File: config.mk
export PLATFORM = sky130hd
export DESIGN_NAME = cancelling_add_remove_delta_list_unit
export DESIGN_NICKNAME = d
export VERILOG_FILES = /design/src/hw/rtl/cardl_pkg.sv /design/src/hw/rtl/cardl_cell.sv /design/src/hw/rtl/cardl_list.sv /design/src/hw/rtl/cancelling_add_remove_delta_list_unit.sv
export SDC_FILE = /design/constraint.sdc
export NUM_CORES = 2
export LEC_CHECK = 0
export BUFFER_PORTS_ARGS = -buffer_cell sky130_fd_sc_hd__buf_2
export CAP_MARGIN = 5
export CORE_MARGIN = 4
export CORE_UTILIZATION = 35
export DETAILED_ROUTE_END_ITERATION = 6
export SLEW_MARGIN = 20
export SYNTH_ARGS = -nofsm -noshare
export SYNTH_HDL_FRONTEND = slang
export SYNTH_HIERARCHICAL = 1
export SYNTH_SLANG_ARGS = --single-unit
File: constraint.sdc
create_clock -name i_clk -period 20 [get_ports i_clk]
set_input_delay 4 -clock i_clk [delete_from_list [all_inputs] [get_ports i_clk]]
set_output_delay 4 -clock i_clk [all_outputs]
set_load 0.03 [all_outputs]
File: src/hw/rtl/cardl_pkg.sv
// ============================================================================
// cardl_pkg
// Shared types and constants of the cancelling add/remove delta list unit.
// ============================================================================
package cardl_pkg;

    // Width of the read position field of a command item.
    localparam int INDEX_BITS = 5;

    // Command codes of an input item.
    typedef enum logic [1:0] {
        FUNC_CLEAR  = 2'd0,
        FUNC_ADD    = 2'd1,
        FUNC_REMOVE = 2'd2,
        FUNC_READ   = 2'd3
    } t_func;

    // Per-list control for the cycle in which a command executes.
    typedef struct packed {
        logic clear;   // empty the list
        logic cancel;  // delete the first entry equal to the key, if any
        logic append;  // append the key unless the list is full
    } t_list_ctl;

    // Per-cell control, already qualified by the list.
    typedef struct packed {
        logic cancel;  // close the gap left by the first match
        logic append;  // the cell at the fill position takes the key
    } t_cell_ctl;

endpackage

File: src/hw/rtl/cardl_cell.sv
// ============================================================================
// cardl_cell
// One list position: holds an entry, compares it with the key, and takes
// the entry of its right neighbor when an earlier or own match is deleted.
// ============================================================================
module cardl_cell #(
    parameter int POS          = 0,
    parameter int CW           = 6,
    parameter int CMPW         = 6,
    parameter int FEATURE_BITS = 16
) (
    input  logic                            i_clk,
    input  cardl_pkg::t_cell_ctl            i_ctl,
    input  logic [CW-1:0]                   i_fill,
    input  logic [FEATURE_BITS-1:0]         i_key,
    input  logic [cardl_pkg::INDEX_BITS-1:0] i_index,
    input  logic                            i_hit,
    input  logic [FEATURE_BITS-1:0]         i_next_entry,
    output logic                            o_hit,
    output logic [FEATURE_BITS-1:0]         o_entry,
    output logic [FEATURE_BITS-1:0]         o_rd_entry
);

    localparam logic [CMPW-1:0] POS_W = CMPW'(POS);

    logic [FEATURE_BITS-1:0] r_entry;
    logic [FEATURE_BITS-1:0] n_entry;
    logic                    occupied;
    logic                    at_fill;
    logic                    rd_sel;
    logic                    match;

    // The cell holds a live entry only below the list's fill count.
    assign occupied = POS_W < CMPW'(i_fill);
    assign at_fill  = POS_W == CMPW'(i_fill);
    assign rd_sel   = POS_W == CMPW'(i_index);

    // The hit flag ripples to the right: set from the first match onward.
    assign match = occupied && (r_entry == i_key);
    assign o_hit = i_hit | match;

    // Append writes the key; a deletion shifts later entries down by one.
    always_comb begin
        n_entry = r_entry;
        if (i_ctl.append && at_fill) begin
            n_entry = i_key;
        end else if (i_ctl.cancel && o_hit) begin
            n_entry = i_next_entry;
        end
    end

    always_ff @(posedge i_clk) begin
        r_entry <= n_entry;
    end

    assign o_entry    = r_entry;
    assign o_rd_entry = (rd_sel && occupied) ? r_entry : '0;

endmodule

File: src/hw/rtl/cardl_list.sv
// ============================================================================
// cardl_list
// One ordered list: a row of cells with a shared fill counter, first-match
// search, gap closing, append at the tail and read at an index.
// ============================================================================
module cardl_list #(
    parameter int LIST_DEPTH   = 32,
    parameter int FEATURE_BITS = 16
) (
    input  logic                             i_clk,
    input  logic                             i_rst_n,
    input  cardl_pkg::t_list_ctl             i_ctl,
    input  logic [FEATURE_BITS-1:0]          i_key,
    input  logic [cardl_pkg::INDEX_BITS-1:0] i_index,
    output logic                             o_found,
    output logic                             o_full,
    output logic [$clog2(LIST_DEPTH+1)-1:0]  o_fill_next,
    output logic                             o_rd_ok,
    output logic [FEATURE_BITS-1:0]          o_rd_entry
);

    localparam int CW   = $clog2(LIST_DEPTH + 1);
    localparam int CMPW = (CW > cardl_pkg::INDEX_BITS) ? CW : cardl_pkg::INDEX_BITS;

    logic [CW-1:0]           r_fill;
    logic [CW-1:0]           n_fill;
    logic [LIST_DEPTH:0]     hit;
    logic [FEATURE_BITS-1:0] entry   [LIST_DEPTH];
    logic [FEATURE_BITS-1:0] rd_part [LIST_DEPTH];
    cardl_pkg::t_cell_ctl    cell_ctl;

    assign o_full  = r_fill == CW'(LIST_DEPTH);
    assign o_found = hit[LIST_DEPTH];

    // Qualify the list command for the cells.
    assign cell_ctl.cancel = i_ctl.cancel && !i_ctl.clear;
    assign cell_ctl.append = i_ctl.append && !i_ctl.clear && !o_full;

    // The search chain enters the first cell with no hit.
    assign hit[0] = 1'b0;

    // Row of cells; the last one has no right neighbor and keeps its entry.
    for (genvar g = 0; g < LIST_DEPTH; g++) begin : g_cell
        logic [FEATURE_BITS-1:0] next_entry;
        if (g == LIST_DEPTH - 1) begin : g_last
            assign next_entry = entry[g];
        end else begin : g_mid
            assign next_entry = entry[g+1];
        end

        cardl_cell #(
            .POS          (g),
            .CW           (CW),
            .CMPW         (CMPW),
            .FEATURE_BITS (FEATURE_BITS)
        ) u_cell (
            .i_clk        (i_clk),
            .i_ctl        (cell_ctl),
            .i_fill       (r_fill),
            .i_key        (i_key),
            .i_index      (i_index),
            .i_hit        (hit[g]),
            .i_next_entry (next_entry),
            .o_hit        (hit[g+1]),
            .o_entry      (entry[g]),
            .o_rd_entry   (rd_part[g])
        );
    end

    // Only the selected, occupied cell drives a nonzero read value.
    always_comb begin
        o_rd_entry = '0;
        for (int k = 0; k < LIST_DEPTH; k++) begin
            o_rd_entry = o_rd_entry | rd_part[k];
        end
    end

    assign o_rd_ok = CMPW'(i_index) < CMPW'(r_fill);

    // Fill count update.
    always_comb begin
        n_fill = r_fill;
        if (i_ctl.clear) begin
            n_fill = '0;
        end else if (i_ctl.cancel && o_found) begin
            n_fill = r_fill - CW'(1);
        end else if (i_ctl.append && !o_full) begin
            n_fill = r_fill + CW'(1);
        end
    end

    always_ff @(posedge i_clk) begin
        if (!i_rst_n) begin
            r_fill <= '0;
        end else begin
            r_fill <= n_fill;
        end
    end

    assign o_fill_next = n_fill;

endmodule

File: src/hw/rtl/cancelling_add_remove_delta_list_unit.sv
// ============================================================================
// cancelling_add_remove_delta_list_unit
// Two ordered feature lists where an add cancels a pending remove of the
// same feature and the other way around; clear and indexed read as well.
// ============================================================================
//
//  Channel   Handshake            Fields
//  --------  -------------------  ------------------------------------------
//  command   start / busy         i_func, i_feature, i_index
//  result    o_valid (strobe)     o_added_count, o_removed_count,
//                                 o_total_count, o_added_entry,
//                                 o_removed_entry, o_cancelled, o_error
//
//  An item is taken when start is high and busy is low, and executes in the
//  following cycle, in which busy is high.
//  Its result is strobed on o_valid in the cycle after execution, for one
//  cycle; the receiver cannot stall it. A new item may be taken in that cycle.
//  The search, gap closing and append run in the row of cells of each list,
//  all in the execution cycle.
//  Reset (synchronous, active low) empties both lists; no clearing pass.
//
module cancelling_add_remove_delta_list_unit #(
    parameter int LIST_DEPTH   = 32,
    parameter int FEATURE_BITS = 16
) (
    input  logic                             i_clk,
    input  logic                             i_rst_n,
    input  logic                             start,
    output logic                             busy,
    input  logic [1:0]                       i_func,
    input  logic [FEATURE_BITS-1:0]          i_feature,
    input  logic [cardl_pkg::INDEX_BITS-1:0] i_index,
    output logic                             o_valid,
    output logic [$clog2(LIST_DEPTH+1)-1:0]  o_added_count,
    output logic [$clog2(LIST_DEPTH+1)-1:0]  o_removed_count,
    output logic [$clog2(LIST_DEPTH+1):0]    o_total_count,
    output logic [FEATURE_BITS-1:0]          o_added_entry,
    output logic [FEATURE_BITS-1:0]          o_removed_entry,
    output logic                             o_cancelled,
    output logic                             o_error
);

    localparam int CW = $clog2(LIST_DEPTH + 1);

    // Command registers.
    logic                             r_pend;
    cardl_pkg::t_func                 r_func;
    logic [FEATURE_BITS-1:0]          r_feat;
    logic [cardl_pkg::INDEX_BITS-1:0] r_idx;

    // Result registers.
    logic                    r_valid;
    logic [CW-1:0]           r_add_cnt;
    logic [CW-1:0]           r_rem_cnt;
    logic [CW:0]             r_tot_cnt;
    logic [FEATURE_BITS-1:0] r_add_ent;
    logic [FEATURE_BITS-1:0] r_rem_ent;
    logic                    r_canc;
    logic                    r_err;

    logic [FEATURE_BITS-1:0] n_add_ent;
    logic [FEATURE_BITS-1:0] n_rem_ent;
    logic                    n_canc;
    logic                    n_err;

    cardl_pkg::t_list_ctl    add_ctl;
    cardl_pkg::t_list_ctl    rem_ctl;
    logic                    add_found;
    logic                    rem_found;
    logic                    add_full;
    logic                    rem_full;
    logic [CW-1:0]           add_fill;
    logic [CW-1:0]           rem_fill;
    logic                    add_rd_ok;
    logic                    rem_rd_ok;
    logic [FEATURE_BITS-1:0] add_rd;
    logic [FEATURE_BITS-1:0] rem_rd;

    logic accept;

    assign busy   = r_pend;
    assign accept = start && !r_pend;

    // Capture the command; it executes in the next cycle.
    always_ff @(posedge i_clk) begin
        if (!i_rst_n) begin
            r_pend <= 1'b0;
        end else begin
            r_pend <= accept;
        end
    end

    always_ff @(posedge i_clk) begin
        if (accept) begin
            r_func <= cardl_pkg::t_func'(i_func);
            r_feat <= i_feature;
            r_idx  <= i_index;
        end
    end

    // Decode: each list is told what to do, and the result is formed.
    always_comb begin
        add_ctl   = '0;
        rem_ctl   = '0;
        n_add_ent = '0;
        n_rem_ent = '0;
        n_canc    = 1'b0;
        n_err     = 1'b0;
        if (r_pend) begin
            case (r_func)
                cardl_pkg::FUNC_CLEAR: begin
                    add_ctl.clear = 1'b1;
                    rem_ctl.clear = 1'b1;
                end
                cardl_pkg::FUNC_ADD: begin
                    rem_ctl.cancel = 1'b1;
                    add_ctl.append = !rem_found;
                    n_canc         = rem_found;
                    n_err          = !rem_found && add_full;
                end
                cardl_pkg::FUNC_REMOVE: begin
                    add_ctl.cancel = 1'b1;
                    rem_ctl.append = !add_found;
                    n_canc         = add_found;
                    n_err          = !add_found && rem_full;
                end
                cardl_pkg::FUNC_READ: begin
                    n_add_ent = add_rd;
                    n_rem_ent = rem_rd;
                    n_err     = !(add_rd_ok && rem_rd_ok);
                end
                default: begin
                    n_err = 1'b0;
                end
            endcase
        end
    end

    // Added list: cancelled by removes, appended by adds.
    cardl_list #(
        .LIST_DEPTH   (LIST_DEPTH),
        .FEATURE_BITS (FEATURE_BITS)
    ) u_added (
        .i_clk       (i_clk),
        .i_rst_n     (i_rst_n),
        .i_ctl       (add_ctl),
        .i_key       (r_feat),
        .i_index     (r_idx),
        .o_found     (add_found),
        .o_full      (add_full),
        .o_fill_next (add_fill),
        .o_rd_ok     (add_rd_ok),
        .o_rd_entry  (add_rd)
    );

    // Removed list: cancelled by adds, appended by removes.
    cardl_list #(
        .LIST_DEPTH   (LIST_DEPTH),
        .FEATURE_BITS (FEATURE_BITS)
    ) u_removed (
        .i_clk       (i_clk),
        .i_rst_n     (i_rst_n),
        .i_ctl       (rem_ctl),
        .i_key       (r_feat),
        .i_index     (r_idx),
        .o_found     (rem_found),
        .o_full      (rem_full),
        .o_fill_next (rem_fill),
        .o_rd_ok     (rem_rd_ok),
        .o_rd_entry  (rem_rd)
    );

    // Result strobe.
    always_ff @(posedge i_clk) begin
        if (!i_rst_n) begin
            r_valid <= 1'b0;
        end else begin
            r_valid <= r_pend;
        end
    end

    // Result payload, loaded in the execution cycle.
    always_ff @(posedge i_clk) begin
        if (r_pend) begin
            r_add_cnt <= add_fill;
            r_rem_cnt <= rem_fill;
            r_tot_cnt <= {1'b0, add_fill} + {1'b0, rem_fill};
            r_add_ent <= n_add_ent;
            r_rem_ent <= n_rem_ent;
            r_canc    <= n_canc;
            r_err     <= n_err;
        end
    end

    assign o_valid         = r_valid;
    assign o_added_count   = r_add_cnt;
    assign o_removed_count = r_rem_cnt;
    assign o_total_count   = r_tot_cnt;
    assign o_added_entry   = r_add_ent;
    assign o_removed_entry = r_rem_ent;
    assign o_cancelled     = r_canc;
    assign o_error         = r_err;

    // Every executed command yields exactly one result in the next cycle.
    a_result_follows: assert property (@(posedge i_clk) disable iff (!i_rst_n)
        busy |=> o_valid)
        else $error("executed command produced no result");

    // A result never appears without an executed command.
    a_no_spurious: assert property (@(posedge i_clk) disable iff (!i_rst_n)
        o_valid |-> $past(busy))
        else $error("result without command");

    // A cancellation cannot also report an error.
    a_cancel_no_err: assert property (@(posedge i_clk) disable iff (!i_rst_n)
        (o_valid && o_cancelled) |-> !o_error)
        else $error("cancelled result flagged as error");

    // Counts stay within the list depth.
    a_count_range: assert property (@(posedge i_clk) disable iff (!i_rst_n)
        o_valid |-> (o_added_count <= CW'(LIST_DEPTH) &&
                     o_removed_count <= CW'(LIST_DEPTH)))
        else $error("list count beyond depth");

endmodule
# [After elaboration in Yosys (flattened, before gate mapping)]
# Index checks and enable logic that the tools add are counted.
[totals] regBits=1114 input_bits=26 wordCells=980
[classes] addsub=5 order_cmp=66 n_eq_ne=162 muxes=203 bitwise_logic=124 reduce_logical=342
[op_table] cell="$mux 16" n=188
[op_table] cell="$eq 16x16->1" n=64
[op_table] cell="$or 16x16->16" n=62
[op_table] cell="$logic_and 1x1->1" n=268
[op_table] cell="$eq 5x6->1 const A" n=32
[op_table] cell="$lt 5x6->1 const A" n=32
[op_table] cell="$reduce_bool 2->1" n=62
[op_table] cell="$eq 4x6->1 const A" n=16
[op_table] cell="$lt 4x6->1 const A" n=16
[op_table] cell="$eq 5x5->1 const A" n=16
[op_table] cell="$or 1x1->1" n=62
[op_table] cell="$eq 3x6->1 const A" n=8
[op_table] cell="$lt 3x6->1 const A" n=8
[op_table] cell="$eq 4x5->1 const A" n=8
[op_table] cell="$mux 6" n=6
[op_table] cell="$eq 2x6->1 const A" n=4
[op_table] cell="$lt 1x6->1 const A" n=4
[op_table] cell="$lt 2x6->1 const A" n=4
[op_table] cell="$eq 3x5->1 const A" n=4
[op_table] cell="$add 6x1->6 const B" n=2
[op_table] cell="$eq 1x6->1 const A" n=2
[op_table] cell="$eq 6x6->1 const B" n=2
[op_table] cell="$logic_not 6->1" n=2
[op_table] cell="$lt 5x6->1" n=2
[op_table] cell="13 further kinds" n=28

# [Longest topological paths before layout]
[depth] depth_word=41 ltp_mapped=46 ltp_nobuf=46

# [Hierarchy]
# The synthesis kept the hierarchy.
[by_module_without_submodules] mod="cancelling_add_remove_delta_list_unit" instances=1 cells_per_inst=164 area_per_inst_um2=2934.1
[by_module_without_submodules] mod="cardl_cell at u_added.g_cell[6].u_cell ..." instances=2 cells_per_inst=86 area_per_inst_um2=1106.1
[by_module_without_submodules] mod="cardl_cell at u_added.g_cell[10].u_cell ..." instances=2 cells_per_inst=83 area_per_inst_um2=1096.1
[by_module_without_submodules] mod="cardl_cell at u_added.g_cell[12].u_cell ..." instances=2 cells_per_inst=82 area_per_inst_um2=1093.5
[by_module_without_submodules] mod="cardl_cell at u_added.g_cell[24].u_cell ..." instances=2 cells_per_inst=84 area_per_inst_um2=1093.5
[by_module_without_submodules] mod="cardl_cell at u_added.g_cell[17].u_cell ..." instances=2 cells_per_inst=82 area_per_inst_um2=1092.3
[by_module_without_submodules] mod="cardl_cell at u_added.g_cell[2].u_cell ..." instances=2 cells_per_inst=86 area_per_inst_um2=1092.3
[by_module_without_submodules] mod="cardl_cell at u_added.g_cell[0].u_cell ..." instances=2 cells_per_inst=84 area_per_inst_um2=1091.0
[by_module_without_submodules] mod="cardl_cell at u_added.g_cell[18].u_cell ..." instances=2 cells_per_inst=83 area_per_inst_um2=1087.3
[by_module_without_submodules] mod="cardl_cell at u_added.g_cell[28].u_cell ..." instances=2 cells_per_inst=83 area_per_inst_um2=1084.8
[by_module_without_submodules] mod="cardl_cell at u_added.g_cell[30].u_cell ..." instances=2 cells_per_inst=82 area_per_inst_um2=1081.0
[by_module_without_submodules] mod="cardl_cell at u_added.g_cell[31].u_cell ..." instances=2 cells_per_inst=82 area_per_inst_um2=1079.8
[by_module_without_submodules] mod="cardl_cell at u_added.g_cell[20].u_cell ..." instances=2 cells_per_inst=85 area_per_inst_um2=1078.5
[by_module_without_submodules] mod="cardl_cell at u_added.g_cell[22].u_cell ..." instances=2 cells_per_inst=82 area_per_inst_um2=1076.0
[by_module_without_submodules] mod="21 more rows"

# [Worst setup path before layout]
# OpenSTA, ideal clock, no wires.
[synth_timing] path_kind="flip-flop to flip-flop" start="reg r_feat[6]" end="reg u_added.g_cell[20].u_cell.r_entry[0], enable pin" arrival_time_ps=13436 t_required_ps=19589 slack_ps=6152 path_stages_with_launch=44 n_path_buf=1 synth_period_minus_slack_ps=13848 path_cell_list="edfxtp_1 xnor2_1 nand4_1 nor3_1 a31o_2 o21bai_1 o21bai_1 o21bai_1 o21bai_1 o21bai_1 o21bai_1 o21bai_1 o21bai_1 a41o_1 o21bai_1 o21bai_1 a41o_1 a41o_1 [... 8 more ...] o21bai_1 o21bai_1 a21o_1 a41o_1 a31o_2 a41o_1 o21bai_1 o21bai_1 a31o_2 o21bai_1 nor2b_1 a21bo_1 nor2_1 nor3b_2 nand4_4 buf_6 a21boi_0 o21ai_0"
[synth_lines] item="from (decl)" line="cancelling_add_remove_delta_list_unit.sv:48" source="logic [FEATURE_BITS-1:0] r_feat;"
[synth_lines] item="from (signal assigned)" line="cancelling_add_remove_delta_list_unit.sv:96" source="r_feat <= i_feature;"
[synth_lines] item="to (signal assigned)" line="cardl_cell.sv:53" source="r_entry <= n_entry;"
[synth_lines] item="to (decl)" line="cardl_cell.sv:26" source="logic [FEATURE_BITS-1:0] r_entry;"

==> key figures <==
Outcome
  – Status: completed

Synthesis
  – Synthesized-area fraction occupied by adder cells: less than 1%
  – Most frequent cell after synthesis: edfxtp_1
  – Post-synthesis compound-gate area fraction: approximately 2.7%
  – Simple-gate share of the synthesized area: 20.81%
  – Register area share after synthesis: between 40% and 50%
  – Post-Synth XOR/XNOR Area: 12.08%
  – Post-synthesis mux area share: between 15 and 20%
  – Share of the synthesized area in the top cell type: between 40% and 50%
  – Synth area leaders: edfxtp_1 (44%), and2_1 (8.5%), mux2_4 (7.7%), mux2_2 (7.1%), xor2_1 (6.8%)
  – Number of synthesized flops with an enable pin: 1100
  – Mapped Area: about 0.075 mm²
  – Avg Inst Size Synth: about 13 µm²
  – Most area-hungry cell type in the Yosys netlist: edfxtp_1
  – Mapped Cells: ~5900
  – Netlist cell types: slightly above 100
  – Async S/R FF share, synth: 0%
  – Flops & latches, synth: approximately 1100
  – Synth warnings: 6
  – Post-synth top cells: edfxtp_1 (1100), and2_1 (1012), xor2_1 (584)
  – Top_reg_cell synth: edfxtp_1
  – Largest family of logic cells by synthesized area: simple AND/OR/NAND/NOR gates

Finish
  – Layout Area Growth over Synthesis: 11.50%
  – Cell area after layout: about 0.083 mm²
  – Final #Nets: 6254
  – Layout cells sized above 1: 25.87%

Die
  – # rows: between 150 and 200
  – Total core area: roughly 0.21 mm²
  – IO Count: between 80 and 90
  – Starting Density: 35.21%
  – Chip width: 470.2 µm
  – Die Y-Extent: about 470 µm
  – Die area: ~0.22 mm²

Setup path
  – Worst path max stage delay: ~0.70 ns
  – Critical-path cell with the highest stage delay: nor3_4
  – Critical Path Most Common Cell: o21bai_1
  – Worst setup path class: reg -> reg
  – Crit. End Element: flop
  – Critical path data arrival time: between 10 and 15 ns
  – Worst-path maximum fanout: 34
  – Critical Path RT: ~20 ns
  – Startpoint types: flop

Routing
  – DRC viols: 0
  – Via/cell ratio: between 5 and 6
  – Final wirelength: 271.4 mm
  – Routed length per placed instance: 29.69 µm
  – Routed Antenna Nets: 0
  – DR iter-0 viols: between 6000 and 7000
  – Vias: between 50000 and 60000
  – Router iterations before antenna repair: 6

Power
  – PwrDens: between 60 and 70 mW/mm²
  – Peak supply drop: a little under 0.00009 V
  – Overall Power: ~5.5 mW
  – Pleak: approximately 30 nW

Placement
  – Routability cong.: between 0.9 and 1
  – Port bufs: 80
  – DP Wirelength: ~190 mm
  – Placed cell areas: ~0.079 mm²

Timing
  – Worst-margin pin slew: 1.275 ns
  – RSZ-0062 raised after global routing: no
  – Max_slew headroom: 14.24%
  – Setup TNS: 0 ns
  – Min Tclk post-route: around 12 ns
  – Achievable Freq: ~0.081 GHz
  – Hold Fails Final Rpt: 0
  – Final Setup Violations: 0
  – Slew Viols, Final: 0
  – Skew final: approximately 0.029 ns
  – Period utilization: between 60% and 70%

Worst hold path
  – Worst hold path class: reg -> reg

Clocking
  – Longest Clk Path Bufs: 3
  – CTS Root Cell: clkbuf_16
  – Clock Latency Late Sink: ~0.80 ns
  – Clock sinks: 1114
  – Post-cts repair resize count: 0
  – Total CTS buffers: around 140
  – Post CTS Setup Buffer Count: 0
  – H-tree Lvls: 4
  – CTS clk-pin slew, worst paths: approximately 0.060 ns
  – Hold Buf Count CTS: 0
  – CTS tree: yes

Job
  – Max cap viols: 0

GRT
  – First-pass GRT wire length: around 390 mm
  – Remaining global-route overflow: 0
  – Total GRT Usage: between 20% and 30%
  – Antenna violations before repair: 19
  – Vias in the first global route: between 50000 and 60000
  – Largest net degree at the start of global routing: 73
cell families after synthesis:
family | count (synthesis)
xor gates and xnor gates | 1031
DFF | 1114
muxes | 1030
buffers and inverters | 182
AOI/OAI and AO/OA | 262
other | 2
and+or+nand+nor | 2302
adders and majority gates | 26
state kept, by name, indices dropped and copies added (netlist names), 2 cells and up:
signal / cells
o_added_count: 6
o_added_entry: 16
o_removed_count: 6
o_removed_entry: 16
o_total_count: 7
r_feat: 16
r_func: 2
r_idx: 5
u_added/g_cell.u_cell/o_entry: 512
u_added/r_fill: 6
u_removed/g_cell.u_cell/o_entry: 512
u_removed/r_fill: 6
layout make-up:
cell class	count	area [µm²]
Tap cell	2821	3530
Clock buffer	171	3641
Inverter	38	142.6
Antenna cell	9	22.52
Sequential cell	1114	33350
Clock inverter	76	641.9
Fill cell	20359	128900
Timing Repair Buffer	258	1847
Multi-Input combinational cell	4655	40180
per-layer routing:
layer | wire, µm | vias to the layer above | share of wire, % | track usage [%]
li1 | - | 22654 | - | -
met1 | 110500 | 26732 | 41 | 30.58
met2 | 123200 | 2579 | 45 | 37.18
met3 | 20880 | 605 | 7.7 | 3.959
met4 | 16710 | 10 | 6.2 | 13.57
met5 | 69 | - | 0.025 | 0
power breakdown:
group / switching (mW) / internal (mW)
Combinational: 0.298 / 0.137
Sequential: 0.0331 / 2.57
Clock: 1.04 / 1.41
Total: 1.37 / 4.11
cell usage in the layout (no fill, tap or decap), drive strengths merged, types with 120 or more instances in the layout:
master  count
nor4      408
xnor2     447
xor2      584
mux2     1026
clkbuf    172
edfxtp   1100
nand4     204
and2     1065
nand2     120
buf       257
path summary, 6_finish.rpt:
| check | slack, ns | endpoint | startpoint | depth (start not counted) |
|---|---|---|---|---|
| worst max register to register | 7.61 | u_removed/g_cell[1].u_cell/o_entry[1] | r_feat[6] | 45 |
| worst max-delay path | 7.61 | u_removed/g_cell[1].u_cell/o_entry[1] | r_feat[6] | 45 |
| worst min-delay path | 0.60 | u_removed/g_cell[24].u_cell/o_entry[7] | u_removed/g_cell[25].u_cell/o_entry[7] | 1 |
| worst min register to register | 0.60 | u_removed/g_cell[24].u_cell/o_entry[7] | u_removed/g_cell[25].u_cell/o_entry[7] | 1 |
critical path: cells and delay by family (launching register included):
family	cells	cell delay, ns
and+or+nand+nor	6	1.94
buffers and inverters	4	1.88
AOI/OAI and AO/OA	34	7.49
DFF	1	0.47
xor gates and xnor gates	1	0.21
through the flow:
step | setup WS (ns) | utilization [%] | hold slack [ns] | std cells
after CTS | 7.949 | 39.21 | 0.6092 | 9129
after floorplan | 6.152 | - | 0.5660 | 5951
final | 7.612 | 39.26 | 0.6035 | 9142
after detailed placement | 7.970 | 37.19 | 0.5920 | 8882
after global routing | 7.296 | 39.25 | 0.6366 | 9135
after global placement | 7.782 | 37.17 | 0.5895 | 8880
No activity file was read; power rests on OpenSTA's default activity.
